--- src/rtl/dwq_pkg.sv ---
// Shared types and codes for the deduplicating work queue dispatch unit.
// No dependencies.
package dwq_pkg;

   localparam int MODE_W   = 2;
   localparam int WORKER_W = 3;
   localparam int WCNT_W   = 4;
   localparam int STATUS_W = 3;

   localparam logic [WCNT_W-1:0] WCNT_RESET = 4'd8;

   localparam logic [MODE_W-1:0] MODE_PUSH = 2'd0;
   localparam logic [MODE_W-1:0] MODE_POP  = 2'd1;
   localparam logic [MODE_W-1:0] MODE_DONE = 2'd2;

   localparam logic [STATUS_W-1:0] ST_OK    = 3'd0;
   localparam logic [STATUS_W-1:0] ST_DUP   = 3'd1;
   localparam logic [STATUS_W-1:0] ST_FULL  = 3'd2;
   localparam logic [STATUS_W-1:0] ST_EMPTY = 3'd3;
   localparam logic [STATUS_W-1:0] ST_NULL  = 3'd4;
   localparam logic [STATUS_W-1:0] ST_BADW  = 3'd5;

   // queue chain control, common to every cell
   typedef struct packed {
      logic push;
      logic pop;
   } q_ctrl_type;

   // per worker slot control
   typedef struct packed {
      logic load;
      logic clear;
   } slot_ctrl_type;

endpackage

--- src/rtl/dwq_queue_cell.sv ---
// One entry of the shifting work queue: shifts towards the head on pop,
// loads at the tail on push, and compares its handle with the probe.
// Depends on dwq_pkg.
module dwq_queue_cell #(
   parameter int ID_W  = 16,
   parameter int CNT_W = 5,
   parameter int IDX   = 0
) (
   input  logic                clock,
   input  dwq_pkg::q_ctrl_type ctrl,
   input  logic [CNT_W-1:0]    fill,
   input  logic [ID_W-1:0]     probe_id,
   input  logic [ID_W-1:0]     next_val,
   output logic [ID_W-1:0]     val,
   output logic                hit
);
   import dwq_pkg::*;

   logic [ID_W-1:0] val_ff;
   logic            occupied;

   assign occupied = CNT_W'(IDX) < fill;

   always_ff @(posedge clock) begin
      if (ctrl.pop) begin
         val_ff <= next_val;
      end else if (ctrl.push && (fill == CNT_W'(IDX))) begin
         val_ff <= probe_id;
      end
   end

   assign val = val_ff;
   assign hit = occupied && (val_ff == probe_id);

endmodule

--- src/rtl/dwq_slot_cell.sv ---
// One worker slot: holds the handle a worker is busy with, 0 when idle.
// Reports a match against the probe only while the slot is active.
// Depends on dwq_pkg.
module dwq_slot_cell #(
   parameter int ID_W = 16,
   parameter int IDX  = 0
) (
   input  logic                       clock,
   input  logic                       reset,
   input  dwq_pkg::slot_ctrl_type     ctrl,
   input  logic [dwq_pkg::WCNT_W-1:0] active_cnt,
   input  logic [ID_W-1:0]            load_val,
   input  logic [ID_W-1:0]            probe_id,
   output logic [ID_W-1:0]            val,
   output logic                       hit
);
   import dwq_pkg::*;

   logic [ID_W-1:0] val_ff;
   logic            active;

   assign active = 7'(IDX) < {3'b000, active_cnt};

   always_ff @(posedge clock) begin
      if (reset) begin
         val_ff <= '0;
      end else if (ctrl.load) begin
         val_ff <= load_val;
      end else if (ctrl.clear) begin
         val_ff <= '0;
      end
   end

   assign val = val_ff;
   assign hit = active && (val_ff == probe_id);

endmodule

--- src/rtl/dedup_work_queue_dispatch_unit.sv ---
// Top level of the deduplicating work queue dispatch unit.
// Depends on dwq_pkg, dwq_queue_cell and dwq_slot_cell.
//
// Usage:
//  req channel: one request per beat. req_tuser carries the mode (push, pop
//  to worker, worker done); req_tdata carries the item handle and the worker.
//  rsp channel: exactly one response beat per request. rsp_tuser carries the
//  status code; rsp_tdata carries the handle handed out and the occupancy.
//  csr_wr_en/csr_wr_data write the active worker count; write only when idle.
//  The queue is a row of cells that shift one place towards the head on each
//  pop; the duplicate check compares the handle against every queued cell
//  and every active slot at once, so a request resolves in the cycle it is
//  accepted and its response appears on the following cycle.
//  Throughput is one request per cycle, set by the single response register:
//  req_tready is high while that register is empty or being drained.
//  When the receiver stalls, the response holds and new requests wait.
//  Reset empties the queue, clears all worker slots and sets the worker count
//  to 8, with no clearing pass.
module dedup_work_queue_dispatch_unit #(
   parameter int QUEUE_DEPTH = 16,
   parameter int MAX_WORKERS = 8,
   parameter int ID_WIDTH    = 16,
   localparam int CNT_W      = $clog2(QUEUE_DEPTH + 1),
   localparam int REQ_DATA_W = ((ID_WIDTH + dwq_pkg::WORKER_W + 7) / 8) * 8,
   localparam int RSP_DATA_W = ((ID_WIDTH + CNT_W + 7) / 8) * 8
) (
   input  logic                         clock,
   input  logic                         reset,
   input  logic                         csr_wr_en,
   input  logic [dwq_pkg::WCNT_W-1:0]   csr_wr_data,  // worker_count
   input  logic                         req_tvalid,
   output logic                         req_tready,
   input  logic [REQ_DATA_W-1:0]        req_tdata,    // item_id, worker, zero pad
   input  logic [dwq_pkg::MODE_W-1:0]   req_tuser,    // mode
   output logic                         rsp_tvalid,
   input  logic                         rsp_tready,
   output logic [RSP_DATA_W-1:0]        rsp_tdata,    // item_out, occupancy, zero pad
   output logic [dwq_pkg::STATUS_W-1:0] rsp_tuser     // status
);
   import dwq_pkg::*;

   logic [WCNT_W-1:0]   wcnt_ff, active_cnt;
   logic [CNT_W-1:0]    count_ff, count_in;
   logic                rsp_valid_ff;
   logic [STATUS_W-1:0] rsp_status_ff, status_in;
   logic [ID_WIDTH-1:0] rsp_item_ff, given;
   logic [CNT_W-1:0]    rsp_occ_ff;

   logic [MODE_W-1:0]   mode;
   logic [ID_WIDTH-1:0] id;
   logic [WORKER_W-1:0] w;
   logic                req_fire;
   logic                dup, full, empty, badw, busy;
   logic                push_ok, pop_ok, done_ok;

   logic [ID_WIDTH-1:0] q_val  [QUEUE_DEPTH];
   logic [QUEUE_DEPTH-1:0] q_hit;
   logic [ID_WIDTH-1:0] s_val  [MAX_WORKERS];
   logic [MAX_WORKERS-1:0] s_hit;
   q_ctrl_type          q_ctrl;
   slot_ctrl_type       s_ctrl [MAX_WORKERS];

   assign mode     = req_tuser;
   assign id       = req_tdata[ID_WIDTH-1:0];
   assign w        = req_tdata[ID_WIDTH +: WORKER_W];
   assign req_tready = !rsp_valid_ff || rsp_tready;
   assign req_fire = req_tvalid && req_tready;

   // counts above the slot count behave as the slot count
   always_comb begin
      if ({3'b000, wcnt_ff} > 7'(MAX_WORKERS)) begin
         active_cnt = WCNT_W'(MAX_WORKERS);
      end else begin
         active_cnt = wcnt_ff;
      end
   end

   assign dup   = (|q_hit) || (|s_hit);
   assign full  = count_ff == CNT_W'(QUEUE_DEPTH);
   assign empty = count_ff == '0;
   assign badw  = ({4'b0000, w} >= {3'b000, active_cnt}) || ({4'b0000, w} >= 7'(MAX_WORKERS));

   always_comb begin
      busy = 1'b0;
      for (int i = 0; i < MAX_WORKERS; i++) begin
         if (({4'b0000, w} == 7'(i)) && (s_val[i] != '0)) begin
            busy = 1'b1;
         end
      end
   end

   always_comb begin
      status_in = ST_OK;
      push_ok   = 1'b0;
      pop_ok    = 1'b0;
      done_ok   = 1'b0;
      unique case (mode)
         MODE_PUSH: begin
            if (id == '0) begin
               status_in = ST_NULL;
            end else if (dup) begin
               status_in = ST_DUP;
            end else if (full) begin
               status_in = ST_FULL;
            end else begin
               push_ok = 1'b1;
            end
         end
         MODE_POP: begin
            if (badw || busy) begin
               status_in = ST_BADW;
            end else if (empty) begin
               status_in = ST_EMPTY;
            end else begin
               pop_ok = 1'b1;
            end
         end
         MODE_DONE: begin
            if (badw) begin
               status_in = ST_BADW;
            end else begin
               done_ok = 1'b1;
            end
         end
         default: begin
            status_in = ST_OK;
         end
      endcase
   end

   assign given       = pop_ok ? q_val[0] : '0;
   assign q_ctrl.push = req_fire && push_ok;
   assign q_ctrl.pop  = req_fire && pop_ok;

   always_comb begin
      count_in = count_ff;
      if (q_ctrl.push) begin
         count_in = count_ff + CNT_W'(1);
      end else if (q_ctrl.pop) begin
         count_in = count_ff - CNT_W'(1);
      end
   end

   genvar gi;
   generate
      for (gi = 0; gi < QUEUE_DEPTH; gi++) begin : g_queue
         logic [ID_WIDTH-1:0] nxt;
         if (gi == QUEUE_DEPTH - 1) begin : g_last
            assign nxt = q_val[gi];
         end else begin : g_mid
            assign nxt = q_val[gi+1];
         end
         dwq_queue_cell #(
            .ID_W  (ID_WIDTH),
            .CNT_W (CNT_W),
            .IDX   (gi)
         ) u_cell (
            .clock    (clock),
            .ctrl     (q_ctrl),
            .fill     (count_ff),
            .probe_id (id),
            .next_val (nxt),
            .val      (q_val[gi]),
            .hit      (q_hit[gi])
         );
      end

      for (gi = 0; gi < MAX_WORKERS; gi++) begin : g_slot
         assign s_ctrl[gi].load  = req_fire && pop_ok && ({4'b0000, w} == 7'(gi));
         assign s_ctrl[gi].clear = req_fire && done_ok && ({4'b0000, w} == 7'(gi));
         dwq_slot_cell #(
            .ID_W (ID_WIDTH),
            .IDX  (gi)
         ) u_slot (
            .clock      (clock),
            .reset      (reset),
            .ctrl       (s_ctrl[gi]),
            .active_cnt (active_cnt),
            .load_val   (q_val[0]),
            .probe_id   (id),
            .val        (s_val[gi]),
            .hit        (s_hit[gi])
         );
      end
   endgenerate

   always_ff @(posedge clock) begin
      if (reset) begin
         wcnt_ff      <= WCNT_RESET;
         count_ff     <= '0;
         rsp_valid_ff <= 1'b0;
      end else begin
         if (csr_wr_en) begin
            wcnt_ff <= csr_wr_data;
         end
         count_ff <= count_in;
         if (req_fire) begin
            rsp_valid_ff <= 1'b1;
         end else if (rsp_tready) begin
            rsp_valid_ff <= 1'b0;
         end
      end
   end

   always_ff @(posedge clock) begin
      if (req_fire) begin
         rsp_status_ff <= status_in;
         rsp_item_ff   <= given;
         rsp_occ_ff    <= count_in;
      end
   end

   assign rsp_tvalid = rsp_valid_ff;
   assign rsp_tuser  = rsp_status_ff;
   assign rsp_tdata  = RSP_DATA_W'({rsp_occ_ff, rsp_item_ff});

`ifndef SYNTHESIS
   a_count_bound: assert property (@(posedge clock) disable iff (reset)
      count_ff <= CNT_W'(QUEUE_DEPTH))
      else $error("queue fill beyond depth");

   a_pop_nonnull: assert property (@(posedge clock) disable iff (reset)
      (req_fire && pop_ok) |-> (q_val[0] != '0))
      else $error("null handle at queue head");

   a_rsp_follows: assert property (@(posedge clock) disable iff (reset)
      req_fire |=> rsp_valid_ff)
      else $error("accepted beat without response");

   a_push_count: assert property (@(posedge clock) disable iff (reset)
      (req_fire && push_ok) |=> (count_ff == $past(count_ff) + CNT_W'(1)))
      else $error("push did not grow the queue");
`endif

endmodule
--- config.mk ---
export PLATFORM = sky130hd
export DESIGN_NAME = dedup_work_queue_dispatch_unit
export DESIGN_NICKNAME = d
export VERILOG_FILES = /design/src/rtl/dwq_pkg.sv /design/src/rtl/dwq_queue_cell.sv /design/src/rtl/dwq_slot_cell.sv /design/src/rtl/dedup_work_queue_dispatch_unit.sv
export SDC_FILE = /design/constraint.sdc
export NUM_CORES = 1
export LEC_CHECK = 0
export ABC_AREA = 0
export BUFFER_PORTS_ARGS = -buffer_cell sky130_fd_sc_hd__buf_4
export CELL_PAD_IN_SITES_DETAIL_PLACEMENT = 1
export CELL_PAD_IN_SITES_GLOBAL_PLACEMENT = 1
export CORE_AREA = 2 2 224 226
export DETAILED_ROUTE_END_ITERATION = 8
export DIE_AREA = 0 0 226 228
export PLACE_DENSITY = 0.87
export SLEW_MARGIN = 5
export SYNTH_ARGS = -nofsm -noshare
export SYNTH_HDL_FRONTEND = slang
export SYNTH_HIERARCHICAL = 1
export SYNTH_SLANG_ARGS = --single-unit
--- constraint.sdc ---
create_clock -name clock -period 4.05 [get_ports clock]
set_clock_uncertainty 0.05 [all_clocks]
set_input_delay 0.2025 -clock clock [delete_from_list [all_inputs] [get_ports clock]]
set_output_delay 0.2025 -clock clock [all_outputs]
set_load 0.01 [all_outputs]
==> results of run 1 <==
-- path summary, 6_finish.rpt --
check / startpoint / end / slack (ns) / depth (start not counted)
setup reg to reg: count_ff[1] / g_queue[10].u_cell/val[0] / 0.12 / 11
hold reg to reg: g_queue[5].u_cell/val[6] / g_queue[4].u_cell/val[6] / 0.55 / 1
hold / removal: req_tuser[0] / rsp_tuser[0] / 0.04 / 3
setup / recovery: count_ff[1] / g_queue[10].u_cell/val[0] / 0.12 / 11
-- flip-flops by register name, indices dropped and copies added, names as in the netlist --
name                flops
count_ff                5
g_queue.u_cell/val    256
g_slot.u_slot/val     128
rsp_item_ff            16
rsp_occ_ff              5
rsp_tuser               3
rsp_tvalid              1
wcnt_ff                 4
-- where the power goes --
part / switching (W) / internal [W]
clock: 0.00177 / 0.00232
sequential: 0.0000416 / 0.00463
combinational: 0.000586 / 0.000388
total: 0.00239 / 0.00734
-- cell families (layout without fill, tap and decap cells) --
kind of cell,count (synthesis),after routing
other,1,3
AO/OA/AOI/OAI,192,192
flip-flops,418,418
multiplexers,262,262
AND/OR/NAND/NOR,563,563
adder cells (fa/ha/maj),5,5
buffers and inverters,113,274
XOR/XNOR,386,386
-- layout by cell type, fill, tap and decap left out, types with 7 or more instances in the layout --
master,count
dlygate4sd3_1,11
o21ai_0,9
buf_4,139
nand3_1,22
xnor2_1,170
nand4_1,50
edfxtp_1,280
dfxtp_1,138
nor3b_2,12
nor3_1,12
clkbuf_16,48
inv_1,15
buf_12,21
nand2b_1,7
nor4_2,21
a21oi_1,133
nor2_1,150
xor2_1,216
and2_1,19
nor3_2,9
nand2_1,15
nor3b_1,119
mux2_2,253
nor4_1,86
clkbuf_1,17
-- stage by stage --
step | total power, W | setup slack [ns] | hold slack, ns | setup TNS (ns) | cell area (sq um)
6_report | 0.00973 | 0.116 | 0.0449 | 0 | 26300
5_1_grt | 0.00997 | 0.0146 | 0.0806 | 0 | 26300
4_1_cts | 0.00976 | 0.214 | 0.0163 | 0 | 26200
3_5_place_dp | 0.00569 | 0.249 | 0.374 | 0 | 24700
3_3_place_gp | 0.00563 | 0.380 | 0.364 | 0 | 24700
2_1_floorplan | 0.00524 | -0.107 | 0.270 | -6.64 | 22800
-- repair_timing --
item | CTS | global route
hold buffers | 11 | 0
setup endpoints to repair | 0 | 7
gates resized for setup | 0 | 2
endpoints found under the hold margin | 7 | 0
setup buffers | 0 | 1
-- cell type report --
cell class,instances,area share
sequential,418,0.425
clock inverter,15,0.00457
timing repair buffer,174,0.0617
inverter,15,0.00214
multi-input combinational,1411,0.424
clock buffer,70,0.0503
tap,672,0.0320
-- routing by layer --
metal / part of all wire / wire (um) / global-route usage
met5: 0 / 0 / 0
met4: 0.053 / 3890 / 0.144
met3: 0.055 / 3990 / 0.0429
met2: 0.51 / 37200 / 0.499
met1: 0.38 / 27900 / 0.323
-- synth_stat cells (all sizes together), types with 2 or more instances --
library cell	number
edfxtp	280
mux2	259
xor2	216
xnor2	170
nor2	151
dfxtp	138
a21oi	133
nor3b	132
nor4	107
buf	56
nand4	51
clkbuf	42
nand3	22
nor3	21
and2	19
inv	15
nand2	15
o21ai	14
nand2b	8
or4	7
a211oi	6
a31o	6
nor2b	6
a41oi	5
ha	5
or3	5
a31oi	4
and3	4
nand4b	4
o31ai	4
a21o	3
a41o	3
mux2i	3
nor4b	3
a211o	2
and4b	2
o211ai	2
o21a	2
o21bai	2
o311ai	2
-- worst max-delay path: cells and delay by family (launching register included) --
kind | cells | cell delay, ns
buffers and inverters | 4 | 0.90
DFF | 1 | 0.42
AOI/OAI and AO/OA | 1 | 0.24
and+or+nand+nor | 6 | 1.97
==> out/summary.txt, run 1 <==
DP Cell Count -> 2677
largest net degree at the start of global routing -> 113
Setup-failing EPs final -> 0
outcome -> finished clean
DIE HEIGHT -> 228 um
vias in the first global route -> 18274
Post-Route WL -> 73000 um
DRC Markers -> 0
WL per Instance -> 26.3 um
grt ovf -> 0
synth warn -> 6
Final Hold Viols -> 0
largest family of logic cells by synthesized area -> simple AND/OR/NAND/NOR gates
Worst Path Required -> 4.27 ns
area delta synth->final -> 15.4%
fin util -> 0.532
initial antenna violation count -> 1
final RePlAce weighted congestion -> 0.906
Post-DP HPWL -> 45400 um
Clock transition at path regs -> 0.06 ns
HP Class -> in -> reg
MaxCap Viol Count -> 0
Worst setup EP type -> register
vias per cell -> 6.05
clk sink count -> 418
Die Area -> 51500 sq um
fraction of final layout cells with drive strength greater than 1 -> 0.262
CTS tree -> done
synthesized cell area -> 22800 sq um
complex-gate fraction of the synthesized area -> 0.0498
crit path kind -> reg -> reg
critical path's slowest cell -> nor4_1
#FFs+latches synth -> 418
Post-synth EDFFs -> 280
area leader, netlist -> edfxtp_1
clock buffer depth -> 3
Slew HR -> 0.178
port bufs -> 55
mux cell area share after synthesis -> 0.129
Synth Area in Simple Gates -> 0.156
Lkg Pwr -> 9.08 nW
CP Launch Type -> register
Rows -> 82
CP max stage delay -> 0.76 ns
DR iter-0 viols -> 1210
Synth Area in XOR/XNOR -> 0.148
core footprint -> 49300 sq um
root buffer cell -> clkbuf_16
Slew @ Worst Pin -> 1.23 ns
post-synth top area share -> 0.369
CP max FO -> 19
remaining antenna violation count after routing -> 0
Power Dens Cells -> 370 nW/um^2
die width -> 226 um
Starting Density -> 0.462
most frequent CP cell -> buf_4
via count -> 16787
detailed-router iteration count before antenna repair -> 5
Reg area -> 11200 sq um
critical-path cell list -> buf_4 -> nor4_1 -> nor3_2 -> nor4_1 -> buf_4 -> nand4_1 -> and4bb_2 -> buf_12 -> nand4b_1 -> o31ai_2 -> buf_4
RSZ-0062 raised after global routing -> no
worst skew pair latency -> 0.60 ns
Tcrit/Tclk final -> 0.971
CP Data Arrival Time -> 4.15 ns
sequential share of the synthesized area -> 0.490
num ports -> 64
Synth area leaders -> edfxtp_1 (37%), mux2_2 (13%), dfxtp_1 (12%)
Avg Inst Size Synth -> 11.7 sq um
Syn Inst Count -> 1940
Max H-tree Level -> 2
Final Max Tran Viols -> 0
first-pass GRT wire length -> 110000 um
fmax -> 0.254 GHz
FILL cells -> 5070
multi-input logic area -> 11100 sq um
Top FF cell, synth -> edfxtp_1
Antenna Cells -> 0
gr usage total -> 0.280
final-stage net count -> 2106
Post-Synth Adder-Cell Area -> 0.00275
Max VDD drop -> 0.292 mV
asr flop ratio synth -> 0
Final Non-Filler Cells -> 2775
CTS buffer count -> 46
synth unique cells -> 68
Period minus WS final -> 3.93 ns
No activity file was read; power rests on OpenSTA's default activity.
==> run 2: changes to the inputs <==
CORE_AREA = 2 2 242 244   (was 2 2 224 226)
DIE_AREA = 0 0 244 246   (was 0 0 226 228)
PLACE_DENSITY = 0.78   (was 0.87)
SETUP_SLACK_MARGIN = 0.5   (was unset)
==> out/summary.txt, run 2 (synthesized netlist as in run 1, its figures left out) <==
outcome -> finished clean
DIE HEIGHT -> 246 um (+7.9%)
cell area after placement -> 24700 sq um (+0.20%)
hold path depth -> 3 (unchanged)
HP Class -> in -> reg
WL per Instance -> 24.5 um (-6.7%)
first-pass GRT wire length -> 107000 um (-3.3%)
die width -> 244 um (+8.0%)
Rows -> 88 (+7.3%)
DRC Markers -> 0 (unchanged)
Slew HR -> 0.230 (+0.0513)
CP Data Arrival Time -> 3.72 ns (-0.43 ns)
Worst setup EP type -> register
Starting Density -> 0.397 (-0.0645)
Power Dens Cells -> 375 nW/um^2 (+1.2%)
detailed-router iteration count before antenna repair -> 5 (unchanged)
CTS tree -> done
DP Cell Count -> 2770 (+3.5%)
RSZ-0062 raised after global routing -> yes
CP max FO -> 51 (+32)
area delta synth->final -> 17.1%
most common cell after layout, fill and taps aside -> edfxtp_1
DR iter-0 viols -> 1399 (+16%)
MaxCap Viol Count -> 0 (unchanged)
clk sink count -> 418 (unchanged)
grt ovf -> 0 (unchanged)
gr usage total -> 0.231 (-0.0488)
Slew @ Worst Pin -> 1.16 ns (-0.0770 ns)
root buffer cell -> clkbuf_16
initial antenna violation count -> 0 (-1)
number of flip-flops under the largest register name -> 256 (unchanged)
critical-path cell list -> nor2b_4 -> ha_1 -> nand2b_4 -> a211oi_2 -> nor3_2 -> or3_4 -> nor3b_4 -> buf_4 -> buf_12 -> buf_16 -> mux2_2
Final Hold Viols -> 0 (unchanged)
Setup-failing EPs final -> 0 (unchanged)
num ports -> 64 (unchanged)
most frequent cells in the layout -> edfxtp_1 (280), mux2_2 (253), xor2_1 (216)
worst skew pair latency -> 0.61 ns (about the same)
CP max stage delay -> 0.47 ns (-0.29 ns)
Clock transition at path regs -> 0.06 ns (about the same)
port bufs -> 55 (unchanged)
crit path kind -> reg -> reg
Worst Path Required -> 4.35 ns (+0.08 ns)
Reg2Reg Depth -> 11 (unchanged)
critical path's slowest cell -> or3_4
fin util -> 0.465 (-0.0673)
Antenna Cells -> 0 (unchanged)
Period minus WS final -> 3.42 ns (-0.515 ns)
hold_ws -> 0.0782 ns (+0.0333 ns)
Final Non-Filler Cells -> 2880 (+3.8%)
final-stage net count -> 2116 (+0.47%)
Lkg Pwr -> 9.21 nW (+1.5%)
Final Max Tran Viols -> 0 (unchanged)
remaining antenna violation count after routing -> 0 (unchanged)
vias per cell -> 5.75 (-5.0%)
vias in the first global route -> 17461 (-4.4%)
via count -> 16551 (-1.4%)
core footprint -> 57400 sq um (+16%)
Max VDD drop -> 0.404 mV (+38%)
Post-DP HPWL -> 44700 um (-1.3%)
fmax -> 0.293 GHz (+15%)
Max H-tree Level -> 2 (unchanged)
CTS buffer count -> 47 (+2.2%)
Tcrit/Tclk final -> 0.844 (-0.127)
largest net degree at the start of global routing -> 105 (-7.1%)
final RePlAce weighted congestion -> 0.878 (-3.1%)
final instance area -> 26700 sq um (+1.5%)
setup TNS -> 0 ns (unchanged)
clock buffer depth -> 3 (unchanged)
CP Launch Type -> register
Die Area -> 60000 sq um (+16%)
fraction of final layout cells with drive strength greater than 1 -> 0.282 (+0.0207)
Post-Route WL -> 70700 um (-3.2%)
[run 2: through the flow]
stage	total power [W]	setup WS, ns
finish	0.0100	0.632
global route	0.0103	0.491
CTS	0.0101	0.493
detailed placement	0.00568	0.205
global placement	0.00565	0.288
floorplan	0.00524	0.340
[run 2: layout make-up]
| type | count | area (sq um) |
|---|---|---|
| Multi-Input combinational cell | 1413 | 11300 |
| Clock buffer | 60 | 1310 |
| Clock inverter | 28 | 255 |
| Tap cell | 765 | 957 |
| Inverter | 15 | 56.3 |
| Timing Repair Buffer | 181 | 1620 |
| Fill cell | 6006 | 30700 |
| Sequential cell | 418 | 11200 |
[run 2: what timing repair did]
| item | 4_1_cts | 5_1_grt |
|---|---|---|
| pin swaps | 4 | 5 |
| hold endpoints to repair | 7 | 0 |
| buffers inserted | 5 | 2 |
| hold buffers | 10 | 0 |
| gates resized for setup | 19 | 23 |
| setup endpoints to repair | 536 | 557 |
| cloned | 2 | 3 |
[run 2: final timing paths]
| check | start | to | slack (ns) |
|---|---|---|---|
| worst max-delay path | wcnt_ff[0] | g_queue[6].u_cell/val[9] | 0.63 |
| worst min-delay path | req_tuser[0] | rsp_tuser[1] | 0.08 |
| worst max register to register | wcnt_ff[0] | g_queue[6].u_cell/val[9] | 0.63 |
| worst min register to register | g_queue[12].u_cell/val[13] | g_queue[11].u_cell/val[13] | 0.55 |
[run 2: metal layers]
layer  routed length (um)  vias up  GRT usage
met2                35000      498      0.405
met5                    0        -          0
met4                 2210        0     0.0794
met3                 3620      139     0.0268
met1                29900     8494      0.295
li1                     -     7420          -
[run 2: critical path, delay by kind of cell (launching register included)]
family	cells	cell delay (ns)
AOI/OAI and AO/OA	1	0.23
adders and majority gates	1	0.25
buffers and inverters	3	0.67
DFF	1	0.33
muxes	1	0.38
and+or+nand+nor	5	1.18
[run 2: power breakdown]
group / leakage [nW] / internal, W / switching (W)
clock: 0.779 / 0.00254 / 0.00183
combinational: 4.77 / 0.000388 / 0.000567
sequential: 3.67 / 0.00463 / 0.0000492
==> run 3: changes to the inputs <==
PLACE_DENSITY = 0.75   (was 0.78)
clock period = 3.25 ns   (was 4.05 ns; I/O delays follow)
==> out/summary.txt, run 3 (synthesized netlist as in run 1, its figures left out) <==
final RePlAce weighted congestion -> 0.870 (-0.87%)
initial antenna violation count -> 0 (unchanged)
setup TNS -> -127.08 ns (-127.08 ns)
Slew HR -> 0.287 (+0.0578)
MaxCap Viol Count -> 0 (unchanged)
pre-CTS WS -> -0.662 ns (-0.866 ns)
fraction of final layout cells with drive strength greater than 1 -> 0.387 (+0.104)
Reg area -> 11200 sq um (about the same)
Power Dens Cells -> 416 nW/um^2 (+11%)
area delta synth->final -> 37.0%
Pwr Total -> 0.0130 W (+30%)
Clock transition at path regs -> 0.06 ns (about the same)
die width -> 244 um (unchanged)
Seq pwr share -> 0.449 (-0.019)
hold_ws -> 0.0492 ns (-0.0290 ns)
fmax -> 0.275 GHz (-5.8%)
first-pass GRT wire length -> 117000 um (+10%)
Starting Density -> 0.397 (unchanged)
DRC Markers -> 0 (unchanged)
remaining antenna violation count after routing -> 0 (unchanged)
number of flip-flops under the largest register name -> 256 (unchanged)
Tcrit/Tclk final -> 1.12 (+0.273)
Max H-tree Level -> 2 (unchanged)
grt ovf -> 0 (unchanged)
Max VDD drop -> 0.447 mV (+11%)
P_int -> 0.00964 W (+28%)
vias per cell -> 6.12 (+6.4%)
root buffer cell -> clkbuf_16
Setup-failing EPs final -> 650 (+650)
failing checks -> setup timing
clock buffer depth -> 3 (unchanged)
Rows -> 88 (unchanged)
FILL cells -> 5665 (-5.7%)
Post-DP HPWL -> 49700 um (+11%)
CTS buffer count -> 49 (+4.3%)
Comb pwr share -> 0.126 (+0.030)
setup ws final -> -0.380 ns (-1.01 ns)
multi-input logic area -> 12900 sq um (+14%)
detailed-router iteration count before antenna repair -> 5 (unchanged)
Final Max Tran Viols -> 0 (unchanged)
CTS tree -> done
Slew @ Worst Pin -> 1.05 ns (-0.101 ns)
outcome -> finished with violations
vias in the first global route -> 18883 (+8.1%)
CP max FO -> 8 (-84%)
CP Launch Type -> register
port bufs -> 55 (unchanged)
Post-Route WL -> 93300 um (+32%)
num ports -> 64 (unchanged)
WL per Instance -> 30.3 um (+23%)
most frequent cells in the layout -> edfxtp_1 (280), buf_4 (229), xor2_1 (215)
final-stage net count -> 2320 (+9.6%)
largest net degree at the start of global routing -> 89 (-15%)
critical path's slowest cell -> dfxtp_4
Net Sw Frac -> 0.257 (+0.0126)
crit path kind -> reg -> reg
most common cell after layout, fill and taps aside -> edfxtp_1
Worst setup EP type -> register
clk sink count -> 418 (unchanged)
gr usage total -> 0.257 (+0.0257)
P_sw -> 0.00334 W (+36%)
Lkg Pwr -> 11.5 nW (+25%)
Final Hold Viols -> 0 (unchanged)
CP max stage delay -> 0.37 ns (-0.10 ns)
core footprint -> 57400 sq um (unchanged)
DIE HEIGHT -> 246 um (unchanged)
worst skew pair latency -> 0.62 ns (about the same)
Antenna Cells -> 0 (unchanged)
critical-path cell list -> nand2b_4 -> inv_4 -> buf_6 -> a211oi_4 -> buf_6 -> nor2_4 -> nand4_1 -> nor4_4 -> nor4_2 -> buf_4 -> nand4_1 -> buf_4 -> and4bb_4 -> nand4b_1 -> o31ai_4 -> clkbuf_16
via count -> 18842 (+14%)
Die Area -> 60000 sq um (unchanged)
HP Class -> in -> reg
share of power burned in the clock network -> 0.425 (-0.012)
DR iter-0 viols -> 1838 (+31%)
CP Data Arrival Time -> 3.91 ns (+0.19 ns)
RSZ-0062 raised after global routing -> yes
Period minus WS final -> 3.63 ns (+0.212 ns)
Worst Path Required -> 3.53 ns (-0.82 ns)
## run 3: cell types whose count changed in the layout (fill, tap and decap cells not counted), sizes merged
| cell | change |
|---|---|
| clkinv | -8 |
| bufinv | -1 |
| clkbuf | +33 |
| clkinvlp | -2 |
| a31o | +5 |
| dlygate4sd3 | +3 |
| buf | +166 |
| bufbuf | +1 |
| a41o | +2 |
| inv | +1 |
## run 3: power by group through the flow
| stage | registers [W] | logic [W] | clock network [W] |
|---|---|---|---|
| 6_report | 0.00582 | 0.00164 | 0.00551 |
| 3_5_place_dp | 0.00593 | 0.00130 | 0 |
| 5_1_grt | 0.00583 | 0.00169 | 0.00574 |
| 3_3_place_gp | 0.00593 | 0.00124 | 0 |
| 4_1_cts | 0.00582 | 0.00137 | 0.00550 |
| 2_1_floorplan | 0.00594 | 0.000600 | 0 |
## run 3: final timing paths
| check | cells past startpoint | start | endpoint | slack [ns] |
|---|---|---|---|---|
| min | 3 | req_tdata[11] | g_queue[10].u_cell/val[11] | 0.05 |
| max | 16 | wcnt_ff[3] | g_queue[9].u_cell/val[0] | -0.38 |
| max reg2reg | 16 | wcnt_ff[3] | g_queue[9].u_cell/val[0] | -0.38 |
| min reg2reg | 1 | g_queue[13].u_cell/val[7] | g_queue[12].u_cell/val[7] | 0.56 |
## run 3: critical path, delay by kind of cell, from the launching register on
kind	cells	cell delay [ns]
compound gates	2	0.60
buf+inv	6	0.95
flops	1	0.37
simple gates	8	1.35
## run 3: metrics by stage
stage | util | cells | instance area [sq um]
after CTS | 0.495 | 2997 | 28400
after detailed placement | 0.454 | 2864 | 26000
after global routing | 0.544 | 3080 | 31200
final | 0.544 | 3080 | 31200
after global placement | 0.454 | 2864 | 26000
after floorplan | - | 1942 | 23100
## run 3: timing repair
item / 4_1_cts / 5_1_grt
buffers inserted: 17 / 43
pin swaps: 19 / 38
cloned: 17 / 40
hold buffers: 13 / 0
endpoints found under the hold margin: 9 / 0
resized for setup: 53 / 343
setup endpoints to repair: 652 / 652
## run 3: final cells by class
type | instances | share of cell area
clock buffers | 68 | 0.0432
clock inverters | 18 | 0.00606
inverters | 15 | 0.00189
flip-flops and latches | 418 | 0.359
well taps | 765 | 0.0307
repair buffers | 376 | 0.146
multi-input cells | 1420 | 0.413
## run 3: per-layer routing
layer / GRT usage / vias up / wire length, um
met3: 0.0331 / 349 / 5750
li1: - / 7866 / -
met5: 0 / - / 0
met4: 0.135 / 0 / 6290
met2: 0.455 / 961 / 46200
met1: 0.304 / 9666 / 35100
